### src/hw/rtl/flow_to_drive_interp_table_assert.svh
// Assertion macros for the RTL of the flow to drive table.
`ifndef FLOW_TO_DRIVE_INTERP_TABLE_ASSERT_SVH
`define FLOW_TO_DRIVE_INTERP_TABLE_ASSERT_SVH

// The consequent must hold in the same cycle as the antecedent.
`define FTDI_ASSERT_SAME(label, clk, rst, ante, cons, msg) \
   label: assert property (@(posedge clk) disable iff (rst) (ante) |-> (cons)) \
      else $error(msg);

// The consequent must hold in the cycle after the antecedent.
`define FTDI_ASSERT_NEXT(label, clk, rst, ante, cons, msg) \
   label: assert property (@(posedge clk) disable iff (rst) (ante) |=> (cons)) \
      else $error(msg);

`endif

### src/hw/rtl/ftdi_pkg.sv
package ftdi_pkg;

   localparam int MIN_FLOW_UNITS  = 2;
   localparam int FLOW_SPAN_UNITS = 8;
   localparam int DRIVE_BITS      = 12;

   localparam int OUT_BITS   = 12;
   localparam int NCELLS     = FLOW_SPAN_UNITS * 10;
   localparam int CELL_BITS  = $clog2(NCELLS);
   localparam int FLOW_LO    = MIN_FLOW_UNITS * 10;
   localparam int FLOW_HI    = (MIN_FLOW_UNITS + FLOW_SPAN_UNITS) * 10 - 1;

   // Distance between two cells in hundredths, and the interpolation sums.
   localparam int DIST_BITS     = $clog2(10 * NCELLS);
   localparam int PROD_BITS     = DRIVE_BITS + DIST_BITS;
   localparam int DIVIDEND_BITS = PROD_BITS + 1;
   localparam int DIVISOR_BITS  = DIST_BITS + 1;
   localparam int DIV_CNT_BITS  = $clog2(DIVIDEND_BITS + 1);

   // Division of a 16-bit magnitude by ten as a reciprocal multiplication.
   localparam int RECIP       = 52429;
   localparam int RECIP_SHIFT = 19;
   localparam int ROUND_BIAS  = 5;
   localparam int TENTHS_BITS = 12;

   localparam logic [1:0] REQ_CLEAR  = 2'd0;
   localparam logic [1:0] REQ_WRITE  = 2'd1;
   localparam logic [1:0] REQ_LOOKUP = 2'd2;

   typedef struct packed {
      logic                     start;
      logic [DIVIDEND_BITS-1:0] dividend;
      logic [DIVISOR_BITS-1:0]  divisor;
   } div_req_type;

   typedef struct packed {
      logic                     busy;
      logic                     done;
      logic [DIVIDEND_BITS-1:0] quotient;
   } div_rsp_type;

endpackage

### src/hw/rtl/ftdi_div.sv
module ftdi_div (
   input  logic                 clock,
   input  logic                 reset,
   input  ftdi_pkg::div_req_type div_req,
   output ftdi_pkg::div_rsp_type div_rsp
);

   logic                                 busy_ff, busy_in;
   logic                                 done_ff, done_in;
   logic [ftdi_pkg::DIV_CNT_BITS-1:0]    cnt_ff, cnt_in;
   logic [ftdi_pkg::DIVISOR_BITS-1:0]    rem_ff, rem_in;
   logic [ftdi_pkg::DIVISOR_BITS-1:0]    dvs_ff, dvs_in;
   logic [ftdi_pkg::DIVIDEND_BITS-1:0]   quo_ff, quo_in;
   logic [ftdi_pkg::DIVISOR_BITS:0]      trial;
   logic                                 fits;

   // One quotient bit per cycle: the dividend shifts out of the top of the quotient
   // register while the quotient bits shift in at the bottom.
   assign trial = {rem_ff, quo_ff[ftdi_pkg::DIVIDEND_BITS-1]};
   assign fits  = trial >= {1'b0, dvs_ff};

   always_comb begin
      busy_in = busy_ff;
      done_in = 1'b0;
      cnt_in  = cnt_ff;
      rem_in  = rem_ff;
      dvs_in  = dvs_ff;
      quo_in  = quo_ff;
      if (div_req.start && !busy_ff) begin
         busy_in = 1'b1;
         cnt_in  = '0;
         rem_in  = '0;
         dvs_in  = div_req.divisor;
         quo_in  = div_req.dividend;
      end else if (busy_ff) begin
         if (fits) begin
            rem_in = ftdi_pkg::DIVISOR_BITS'(trial - {1'b0, dvs_ff});
         end else begin
            rem_in = ftdi_pkg::DIVISOR_BITS'(trial);
         end
         quo_in = {quo_ff[ftdi_pkg::DIVIDEND_BITS-2:0], fits};
         cnt_in = cnt_ff + 1'b1;
         if (cnt_ff == ftdi_pkg::DIV_CNT_BITS'(ftdi_pkg::DIVIDEND_BITS - 1)) begin
            busy_in = 1'b0;
            done_in = 1'b1;
         end
      end
   end

   always_ff @(posedge clock) begin
      if (reset) begin
         busy_ff <= 1'b0;
         done_ff <= 1'b0;
         cnt_ff  <= '0;
      end else begin
         busy_ff <= busy_in;
         done_ff <= done_in;
         cnt_ff  <= cnt_in;
      end
   end

   always_ff @(posedge clock) begin
      rem_ff <= rem_in;
      dvs_ff <= dvs_in;
      quo_ff <= quo_in;
   end

   assign div_rsp.busy     = busy_ff;
   assign div_rsp.done     = done_ff;
   assign div_rsp.quotient = quo_ff;

endmodule

### src/hw/rtl/flow_to_drive_interp_table.sv
// Sparse pump drive calibration table with linear interpolation.
// Requests enter on req_valid/req_ready with req_type choosing clear, write or lookup.
// A clear or a write takes effect at acceptance and gives no response; req_ready
// stays high, so such requests may follow one another in every cycle.
// A lookup rounds the flow to tenths, clamps it to the table and answers on
// rsp_valid/rsp_ready with drive_out, drive_valid and exact_hit.
// An exact hit reads its cell and passes through ST_HIT and ST_DONE to rsp_valid. A miss walks the valid
// bits one cell per cycle, first downwards and then upwards from the rounded cell; an
// interpolation then reads both found cells, multiplies in ST_MUL1 and ST_MUL2, starts the
// divider in ST_DIVGO and waits in ST_DIV for a restoring division of DIVIDEND_BITS
// quotient bits before the result goes to ST_DONE.
// req_ready is low while a lookup is in progress; the next lookup may start as
// soon as the previous one has finished.
// The response sits in an output register; while the receiver stalls, further
// clears and writes are still taken, and a following lookup waits at its end for
// the register to free up.
// Reset empties the table at once by clearing the valid bit of every cell; the
// stored drive values are never read before they are written.
module flow_to_drive_interp_table (
   input  logic                          clock,
   input  logic                          reset,
   input  logic                          req_valid,
   output logic                          req_ready,
   input  logic [1:0]                    req_type,
   input  logic signed [15:0]            req_flow_centi,
   input  logic [6:0]                    req_cell_index,
   input  logic [11:0]                   req_drive_value,
   input  logic                          req_only_if_empty,
   output logic                          rsp_valid,
   input  logic                          rsp_ready,
   output logic [11:0]                   rsp_drive_out,
   output logic                          rsp_drive_valid,
   output logic                          rsp_exact_hit
);

   `include "flow_to_drive_interp_table_assert.svh"

   localparam logic [3:0] ST_IDLE   = 4'd0;
   localparam logic [3:0] ST_CELL   = 4'd1;
   localparam logic [3:0] ST_SCANDN = 4'd2;
   localparam logic [3:0] ST_SCANUP = 4'd3;
   localparam logic [3:0] ST_RDLO   = 4'd4;
   localparam logic [3:0] ST_RDHI   = 4'd5;
   localparam logic [3:0] ST_MUL1   = 4'd6;
   localparam logic [3:0] ST_MUL2   = 4'd7;
   localparam logic [3:0] ST_DIVGO  = 4'd8;
   localparam logic [3:0] ST_DIV    = 4'd9;
   localparam logic [3:0] ST_HIT    = 4'd10;
   localparam logic [3:0] ST_DONE   = 4'd11;

   logic [3:0]                           state_ff, state_in;
   logic [ftdi_pkg::NCELLS-1:0]          valid_ff, valid_in;
   logic [ftdi_pkg::CELL_BITS-1:0]       ptr_ff, ptr_in;
   logic [ftdi_pkg::CELL_BITS-1:0]       cell_ff, cell_in;
   logic [ftdi_pkg::CELL_BITS-1:0]       below_ff, below_in;
   logic [ftdi_pkg::CELL_BITS-1:0]       above_ff, above_in;
   logic                                 below_found_ff, below_found_in;
   logic                                 above_found_ff, above_found_in;
   logic                                 rsp_valid_ff, rsp_valid_in;
   logic [15:0]                          flow_ff, flow_in;
   logic [ftdi_pkg::DIST_BITS-1:0]       dist_ff, dist_in;
   logic [ftdi_pkg::DIST_BITS-1:0]       xoff_ff, xoff_in;
   logic [ftdi_pkg::DRIVE_BITS-1:0]      lo_ff, lo_in;
   logic [ftdi_pkg::DRIVE_BITS-1:0]      hi_ff, hi_in;
   logic [ftdi_pkg::PROD_BITS-1:0]       acc_ff, acc_in;
   logic [ftdi_pkg::OUT_BITS-1:0]        res_drive_ff, res_drive_in;
   logic                                 res_valid_ff, res_valid_in;
   logic                                 res_exact_ff, res_exact_in;
   logic [ftdi_pkg::OUT_BITS-1:0]        rsp_drive_ff, rsp_drive_in;
   logic                                 rsp_dvalid_ff, rsp_dvalid_in;
   logic                                 rsp_exact_ff, rsp_exact_in;

   logic [ftdi_pkg::DRIVE_BITS-1:0]      mem [ftdi_pkg::NCELLS];
   logic [ftdi_pkg::DRIVE_BITS-1:0]      rd_data_ff;
   logic                                 rd_en;
   logic [ftdi_pkg::CELL_BITS-1:0]       rd_addr;
   logic                                 wr_en;
   logic [ftdi_pkg::CELL_BITS-1:0]       wr_addr;

   logic                                 accept;
   logic                                 wr_in_range;
   logic [ftdi_pkg::CELL_BITS-1:0]       wr_cell;
   logic [16:0]                          flow_mag;
   logic [16:0]                          flow_rnd;
   logic [33:0]                          recip_prod;
   logic [ftdi_pkg::TENTHS_BITS-1:0]     tenths;
   logic [ftdi_pkg::CELL_BITS-1:0]       cell_calc;
   logic signed [17:0]                   xoff_raw;
   logic signed [17:0]                   dist_signed;
   logic [ftdi_pkg::DIST_BITS-1:0]       dist_calc;
   logic [ftdi_pkg::DRIVE_BITS-1:0]      mul_a;
   logic [ftdi_pkg::DIST_BITS-1:0]       mul_b;
   logic [ftdi_pkg::PROD_BITS-1:0]       mul_p;
   logic                                 slot_free;
   ftdi_pkg::div_req_type                div_req;
   ftdi_pkg::div_rsp_type                div_rsp;

   assign req_ready = (state_ff == ST_IDLE);
   assign accept    = req_valid && req_ready;
   assign slot_free = !rsp_valid_ff || rsp_ready;

   assign wr_in_range = 32'(req_cell_index) < ftdi_pkg::NCELLS;
   assign wr_cell     = ftdi_pkg::CELL_BITS'(req_cell_index);

   // Round half away from zero on the magnitude, then divide by ten.
   assign flow_mag   = flow_ff[15] ? (17'(~flow_ff) + 17'd1) : 17'(flow_ff);
   assign flow_rnd   = flow_mag + 17'(ftdi_pkg::ROUND_BIAS);
   assign recip_prod = 34'(flow_rnd) * 34'(ftdi_pkg::RECIP);
   assign tenths     = recip_prod[ftdi_pkg::RECIP_SHIFT +: ftdi_pkg::TENTHS_BITS];

   always_comb begin
      if (flow_ff[15] || (32'(tenths) < ftdi_pkg::FLOW_LO)) begin
         cell_calc = '0;
      end else if (32'(tenths) > ftdi_pkg::FLOW_HI) begin
         cell_calc = ftdi_pkg::CELL_BITS'(ftdi_pkg::NCELLS - 1);
      end else begin
         cell_calc = ftdi_pkg::CELL_BITS'(32'(tenths) - ftdi_pkg::FLOW_LO);
      end
   end

   // Distance between the two found cells and offset of the unrounded flow from the lower cell, in hundredths.
   assign dist_calc   = ftdi_pkg::DIST_BITS'(10 * (32'(above_ff) - 32'(below_ff)));
   assign dist_signed = $signed(18'(dist_calc));
   assign xoff_raw    = $signed({{2{flow_ff[15]}}, flow_ff})
                      - $signed(18'(10 * (32'(below_ff) + ftdi_pkg::FLOW_LO)));

   // The single multiplier serves both interpolation weights.
   assign mul_a = (state_ff == ST_MUL1) ? lo_ff : hi_ff;
   assign mul_b = (state_ff == ST_MUL1) ? (dist_ff - xoff_ff) : xoff_ff;
   assign mul_p = ftdi_pkg::PROD_BITS'(mul_a) * ftdi_pkg::PROD_BITS'(mul_b);

   assign div_req.start    = (state_ff == ST_DIVGO);
   assign div_req.dividend = {acc_ff, 1'b0} + ftdi_pkg::DIVIDEND_BITS'(dist_ff);
   assign div_req.divisor  = {dist_ff, 1'b0};

   ftdi_div u_div (
      .clock   (clock),
      .reset   (reset),
      .div_req (div_req),
      .div_rsp (div_rsp)
   );

   always_comb begin
      state_in       = state_ff;
      valid_in       = valid_ff;
      ptr_in         = ptr_ff;
      cell_in        = cell_ff;
      below_in       = below_ff;
      above_in       = above_ff;
      below_found_in = below_found_ff;
      above_found_in = above_found_ff;
      rsp_valid_in   = rsp_valid_ff;
      flow_in        = flow_ff;
      dist_in        = dist_ff;
      xoff_in        = xoff_ff;
      lo_in          = lo_ff;
      hi_in          = hi_ff;
      acc_in         = acc_ff;
      res_drive_in   = res_drive_ff;
      res_valid_in   = res_valid_ff;
      res_exact_in   = res_exact_ff;
      rsp_drive_in   = rsp_drive_ff;
      rsp_dvalid_in  = rsp_dvalid_ff;
      rsp_exact_in   = rsp_exact_ff;
      rd_en          = 1'b0;
      rd_addr        = cell_calc;
      wr_en          = 1'b0;
      wr_addr        = wr_cell;

      if (rsp_valid_ff && rsp_ready) begin
         rsp_valid_in = 1'b0;
      end

      unique case (state_ff)
         ST_IDLE: begin
            if (accept) begin
               case (req_type)
                  ftdi_pkg::REQ_CLEAR: begin
                     valid_in = '0;
                  end
                  ftdi_pkg::REQ_WRITE: begin
                     if (wr_in_range && !(req_only_if_empty && valid_ff[wr_cell])) begin
                        wr_en             = 1'b1;
                        valid_in[wr_cell] = 1'b1;
                     end
                  end
                  ftdi_pkg::REQ_LOOKUP: begin
                     flow_in  = req_flow_centi;
                     state_in = ST_CELL;
                  end
                  default: begin
                  end
               endcase
            end
         end
         ST_CELL: begin
            cell_in = cell_calc;
            ptr_in  = cell_calc;
            if (valid_ff[cell_calc]) begin
               rd_en    = 1'b1;
               rd_addr  = cell_calc;
               state_in = ST_HIT;
            end else begin
               state_in = ST_SCANDN;
            end
         end
         ST_SCANDN: begin
            if (valid_ff[ptr_ff]) begin
               below_in       = ptr_ff;
               below_found_in = 1'b1;
               ptr_in         = cell_ff;
               state_in       = ST_SCANUP;
            end else if (ptr_ff == '0) begin
               below_found_in = 1'b0;
               ptr_in         = cell_ff;
               state_in       = ST_SCANUP;
            end else begin
               ptr_in = ptr_ff - 1'b1;
            end
         end
         ST_SCANUP: begin
            if (valid_ff[ptr_ff]) begin
               above_in       = ptr_ff;
               above_found_in = 1'b1;
               state_in       = ST_RDLO;
            end else if (ptr_ff == ftdi_pkg::CELL_BITS'(ftdi_pkg::NCELLS - 1)) begin
               above_found_in = 1'b0;
               state_in       = ST_RDLO;
            end else begin
               ptr_in = ptr_ff + 1'b1;
            end
         end
         ST_RDLO: begin
            dist_in = dist_calc;
            if (xoff_raw < 18'sd0) begin
               xoff_in = '0;
            end else if (xoff_raw > dist_signed) begin
               xoff_in = dist_calc;
            end else begin
               xoff_in = ftdi_pkg::DIST_BITS'(xoff_raw);
            end
            if (!below_found_ff && !above_found_ff) begin
               res_drive_in = '0;
               res_valid_in = 1'b0;
               res_exact_in = 1'b0;
               state_in     = ST_DONE;
            end else begin
               rd_en    = 1'b1;
               rd_addr  = below_found_ff ? below_ff : above_ff;
               state_in = ST_RDHI;
            end
         end
         ST_RDHI: begin
            lo_in = rd_data_ff;
            if (below_found_ff && above_found_ff) begin
               rd_en    = 1'b1;
               rd_addr  = above_ff;
               state_in = ST_MUL1;
            end else begin
               res_drive_in = ftdi_pkg::OUT_BITS'(rd_data_ff);
               res_valid_in = 1'b1;
               res_exact_in = 1'b0;
               state_in     = ST_DONE;
            end
         end
         ST_MUL1: begin
            hi_in    = rd_data_ff;
            acc_in   = mul_p;
            state_in = ST_MUL2;
         end
         ST_MUL2: begin
            acc_in   = acc_ff + mul_p;
            state_in = ST_DIVGO;
         end
         ST_DIVGO: begin
            state_in = ST_DIV;
         end
         ST_DIV: begin
            if (div_rsp.done) begin
               res_drive_in = ftdi_pkg::OUT_BITS'(div_rsp.quotient);
               res_valid_in = 1'b1;
               res_exact_in = 1'b0;
               state_in     = ST_DONE;
            end
         end
         ST_HIT: begin
            res_drive_in = ftdi_pkg::OUT_BITS'(rd_data_ff);
            res_valid_in = 1'b1;
            res_exact_in = 1'b1;
            state_in     = ST_DONE;
         end
         ST_DONE: begin
            if (slot_free) begin
               rsp_drive_in  = res_drive_ff;
               rsp_dvalid_in = res_valid_ff;
               rsp_exact_in  = res_exact_ff;
               rsp_valid_in  = 1'b1;
               state_in      = ST_IDLE;
            end
         end
         default: begin
            state_in = ST_IDLE;
         end
      endcase
   end

   always_ff @(posedge clock) begin
      if (reset) begin
         state_ff       <= ST_IDLE;
         valid_ff       <= '0;
         ptr_ff         <= '0;
         below_found_ff <= 1'b0;
         above_found_ff <= 1'b0;
         rsp_valid_ff   <= 1'b0;
      end else begin
         state_ff       <= state_in;
         valid_ff       <= valid_in;
         ptr_ff         <= ptr_in;
         below_found_ff <= below_found_in;
         above_found_ff <= above_found_in;
         rsp_valid_ff   <= rsp_valid_in;
      end
   end

   always_ff @(posedge clock) begin
      cell_ff       <= cell_in;
      below_ff      <= below_in;
      above_ff      <= above_in;
      flow_ff       <= flow_in;
      dist_ff       <= dist_in;
      xoff_ff       <= xoff_in;
      lo_ff         <= lo_in;
      hi_ff         <= hi_in;
      acc_ff        <= acc_in;
      res_drive_ff  <= res_drive_in;
      res_valid_ff  <= res_valid_in;
      res_exact_ff  <= res_exact_in;
      rsp_drive_ff  <= rsp_drive_in;
      rsp_dvalid_ff <= rsp_dvalid_in;
      rsp_exact_ff  <= rsp_exact_in;
   end

   always_ff @(posedge clock) begin
      if (wr_en) begin
         mem[wr_addr] <= ftdi_pkg::DRIVE_BITS'(req_drive_value);
      end
      if (rd_en) begin
         rd_data_ff <= mem[rd_addr];
      end
   end

   assign rsp_valid       = rsp_valid_ff;
   assign rsp_drive_out   = rsp_drive_ff;
   assign rsp_drive_valid = rsp_dvalid_ff;
   assign rsp_exact_hit   = rsp_exact_ff;

   `FTDI_ASSERT_SAME(a_empty_rsp_zero, clock, reset,
      rsp_valid && !rsp_drive_valid, (rsp_drive_out == '0) && !rsp_exact_hit,
      "Response for an empty table carries a drive value or an exact hit.")
   `FTDI_ASSERT_SAME(a_scan_ptr_range, clock, reset,
      (state_ff == ST_SCANDN) || (state_ff == ST_SCANUP),
      32'(ptr_ff) < ftdi_pkg::NCELLS,
      "Scan pointer has left the table.")
   `FTDI_ASSERT_SAME(a_div_done_state, clock, reset,
      div_rsp.done, state_ff == ST_DIV,
      "Divider finished while the sequencer was not waiting for it.")
   `FTDI_ASSERT_NEXT(a_div_started, clock, reset,
      state_ff == ST_DIVGO, div_rsp.busy,
      "Divider did not start when the sequencer requested it.")

endmodule
### config.mk
export PLATFORM = sky130hd
export DESIGN_NAME = flow_to_drive_interp_table
export DESIGN_NICKNAME = d
export VERILOG_FILES = /design/src/hw/rtl/ftdi_pkg.sv /design/src/hw/rtl/ftdi_div.sv /design/src/hw/rtl/flow_to_drive_interp_table.sv
export VERILOG_INCLUDE_DIRS = /design/src /design/src/hw/rtl
export SDC_FILE = /design/constraint.sdc
export NUM_CORES = 2
export LEC_CHECK = 0
export BUFFER_PORTS_ARGS = -buffer_cell sky130_fd_sc_hd__buf_4
export CAP_MARGIN = 20
export CORE_MARGIN = 1.5
export CORE_UTILIZATION = 55
export CTS_BUF_LIST = sky130_fd_sc_hd__clkbuf_16
export DETAILED_ROUTE_END_ITERATION = 16
export PLACE_DENSITY = 0.71
export SLEW_MARGIN = 0
export SYNTH_ARGS = -nofsm -noshare
export SYNTH_HDL_FRONTEND = slang
export SYNTH_SLANG_ARGS = --single-unit
### constraint.sdc
create_clock -name clock -period 10.65 [get_ports clock]
set_clock_uncertainty 0.1 [all_clocks]
set_input_delay 1.065 -clock clock [delete_from_list [all_inputs] [get_ports clock]]
set_output_delay 1.065 -clock clock [all_outputs]
set_load 0.005 [all_outputs]
==> results by group <==
Floorplan
  – Die H: 344 um
  – Die width: 344 um
  – I/O pin total: 58
  – Area of the die: 118000 um2
  – Initial core utilization: 55.7%
  – Std-Cell Core Area: 115000 um2
  – Rows: 124

Placed design
  – Setup Slack @ Placement: -776 ps
  – I/O Buffers: 57
  – DPL Wire Length: 120000 um
  – GP Congestion: 0.960

Yosys
  – Prevailing post-synth register cell: edfxtp_1
  – Async set-reset flop share out of synthesis: 0%
  – Mean post-synth cell area: 11.6 um2
  – Synth warn: 0
  – #FFs+latches synth: 1246
  – Number of flops mapped to enable cells by yosys: 1134
  – Seq/Total Area, Yosys: 56.8%
  – Gate Count Post-Synth: 5530
  – Synthesized cell area: 63900 um2
  – Yosys cell types: 87
  – Mapped Nets: 6028
  – Top area cells in the synthesized netlist: edfxtp_1 53%, ha_1 5.6%, nand2_1 5.6%
  – Yosys top cell area share: 53.3%
  – Post-synth top area cell: edfxtp_1

Routing
  – DR vias: 47400
  – Wire per inst: 24.4 um
  – Detailed Routing Iterations Pass 1: 6
  – Iteration-0 DRC Markers: 5866
  – Post-route ant nets: 0
  – WL final: 187000 um
  – Vias per inst: 6.20
  – Detailed-route DRC error count: 0

Clock tree
  – Hold_buf cts: 0
  – Bufs on Longest Clock Path: 3
  – Clk root buf: clkbuf_16
  – Reg clk slew, reported paths: 60 ps
  – H-Tree Depth: 4
  – TritonCTS buffer count: 133
  – Later-pin clock latency in the skew report: 770 ps
  – Clock Sinks: 1246
  – CTS tree: built

Worst setup path
  – Slowest-stage cell, CP: or4_4
  – Setup crit end kind: flip-flop
  – Worst-path maximum fanout: 23
  – Slowest stage delay, CP: 510 ps
  – WP data required: 11070 ps
  – Crit Path Category: reg2reg
  – CP dominant cell by count: fa_1
  – Arr. time, crit path: 11450 ps
  – Critical Path Start Type: flip-flop

Timing
  – Final Worst Setup Slack: -378 ps
  – Final hold vios: 0
  – Rel. slew slack: 19.8%
  – Setup TNS: -7740 ps
  – Fin crit period: 11030 ps
  – Final setup viols: 25
  – Worst Tran Pin Value: 1200 ps
  – RSZ-0062 raised after global routing: yes
  – Fmax: 90.7 MHz
  – Max-slew violations: 0
  – Period Utilization, post-route: 104%

Status
  – Violated checks: negative setup slack
  – Outcome: finished with violations

Job
  – Max Cap Viol: 0

Layout
  – Nets: 6526
  – Layout cells sized above 1: 18.5%
  – Commonest non-fill, non-tap cell in the layout: edfxtp_1
  – Layout area overhead: 20.1%
  – Antenna cells: 0
  – Commonest cells after routing, fill and taps aside: 1134 x edfxtp_1, 943 x nand2_1, 505 x buf_4

Global routing
  – Global-route usage over all layers: 30.7%
  – Overflow after GRT: 0
  – Pin count of the biggest net entering global routing: 81
  – Vias in the first global route: 45700
  – Initial antenna violation count: 0
  – First-pass GRT wire length: 274000 um

Worst hold path
  – HP Class: reg2reg
state kept, by name, indices dropped and copies added (netlist names), 4 cells and up:
register       cells
rd_data_ff        12
above_ff           7
xoff_ff           10
u_div.quo_ff      23
hi_ff             12
lo_ff             12
dist_ff            9
ptr_ff             7
rsp_drive_out     12
cell_ff            7
res_drive_ff      12
mem              960
flow_ff           16
below_ff           7
state_ff           4
u_div.dvs_ff       9
acc_ff            22
valid_ff          80
u_div.cnt_ff       5
u_div.rem_ff      11
metal layers:
layer	up-vias	GRT usage [%]	wire (um)
li1	21000	-	-
met3	539	5.20	19200
met2	2678	49.0	86800
met4	0	14.1	9560
met1	23200	41.3	71000
met5	-	0	0
path summary, 6_finish.rpt:
kind / from / end / slack, ps / cells past startpoint
worst max-delay path: flow_ff[1] / rd_data_ff[7] / -380 / 46
worst min-delay path: res_drive_ff[8] / rsp_drive_out[8] / 300 / 0
worst max register to register: flow_ff[1] / rd_data_ff[7] / -380 / 46
worst min register to register: res_drive_ff[8] / rsp_drive_out[8] / 300 / 0
cells in the mapped netlist, types with 11 or more instances:
cell type  instances
a211oi_1          27
a21o_1            43
a21oi_1          359
a221oi_1          66
a22o_1            31
a22oi_1           52
a311o_1           11
a311oi_1          59
a31oi_1           38
a32oi_1           16
and2_1            33
and3_1            66
buf_1             30
buf_2             65
clkbuf_1         182
dfxtp_1          112
edfxtp_1        1134
fa_1             168
ha_1             288
inv_1            386
mux2_2            18
mux2i_1          109
mux4_2            37
nand2_1          946
nand2b_1          22
nand3_1          236
nand4_1           39
nor2_1           346
nor2b_1           39
nor3_1            52
nor4_1            13
o21a_1            20
o21ai_0          149
o21bai_1          15
or2_2             11
or3_1             15
xnor2_1           86
xor2_1            67
cell type report:
type                            count  area [um2]
Tap cell                         1512        1890
Timing Repair Buffer              638        6100
Inverter                          391        1470
Clock buffer                      137        3430
Clock inverter                    102         827
Fill cell                        8133       38000
Sequential cell                  1246       36300
Multi-Input combinational cell   3618       26800
metrics by stage:
step	instances	cell area, um2	hold WS (ps)	utilization (%)
detailed placement	7287	69600	306	60.6
finish	7644	76800	303	66.9
global placement	7262	69400	301	60.4
global route	7644	76800	324	66.9
floorplan	5530	64200	300	-
CTS	7571	75000	317	65.4
logic make-up after synthesis:
logic type	Yosys count	share of synthesized area (%)
fa+ha+maj	457	10.9
simple gates	1843	12.5
flops	1246	56.8
mux	164	3.33
xor+xnor	153	2.10
buf+inv	668	4.05
compound gates	999	10.3
worst max-delay path, delay by kind of cell (launching register included):
family / cells / cell delay [ps]
simple gates: 9 / 2600
compound gates: 15 / 3050
mux: 1 / 220
buf+inv: 11 / 1330
xor+xnor: 2 / 300
flops: 1 / 410
fa+ha+maj: 8 / 2780
repair_timing:
action	CTS	global route
gates resized for setup	134	189
setup endpoints to repair	25	25
cloned	9	9
buffers inserted	40	42
pin swaps	59	66
Power is left out: the tool's default activity adds up to more than one toggle a clock period on the data nets, which glitch-free logic cannot reach.
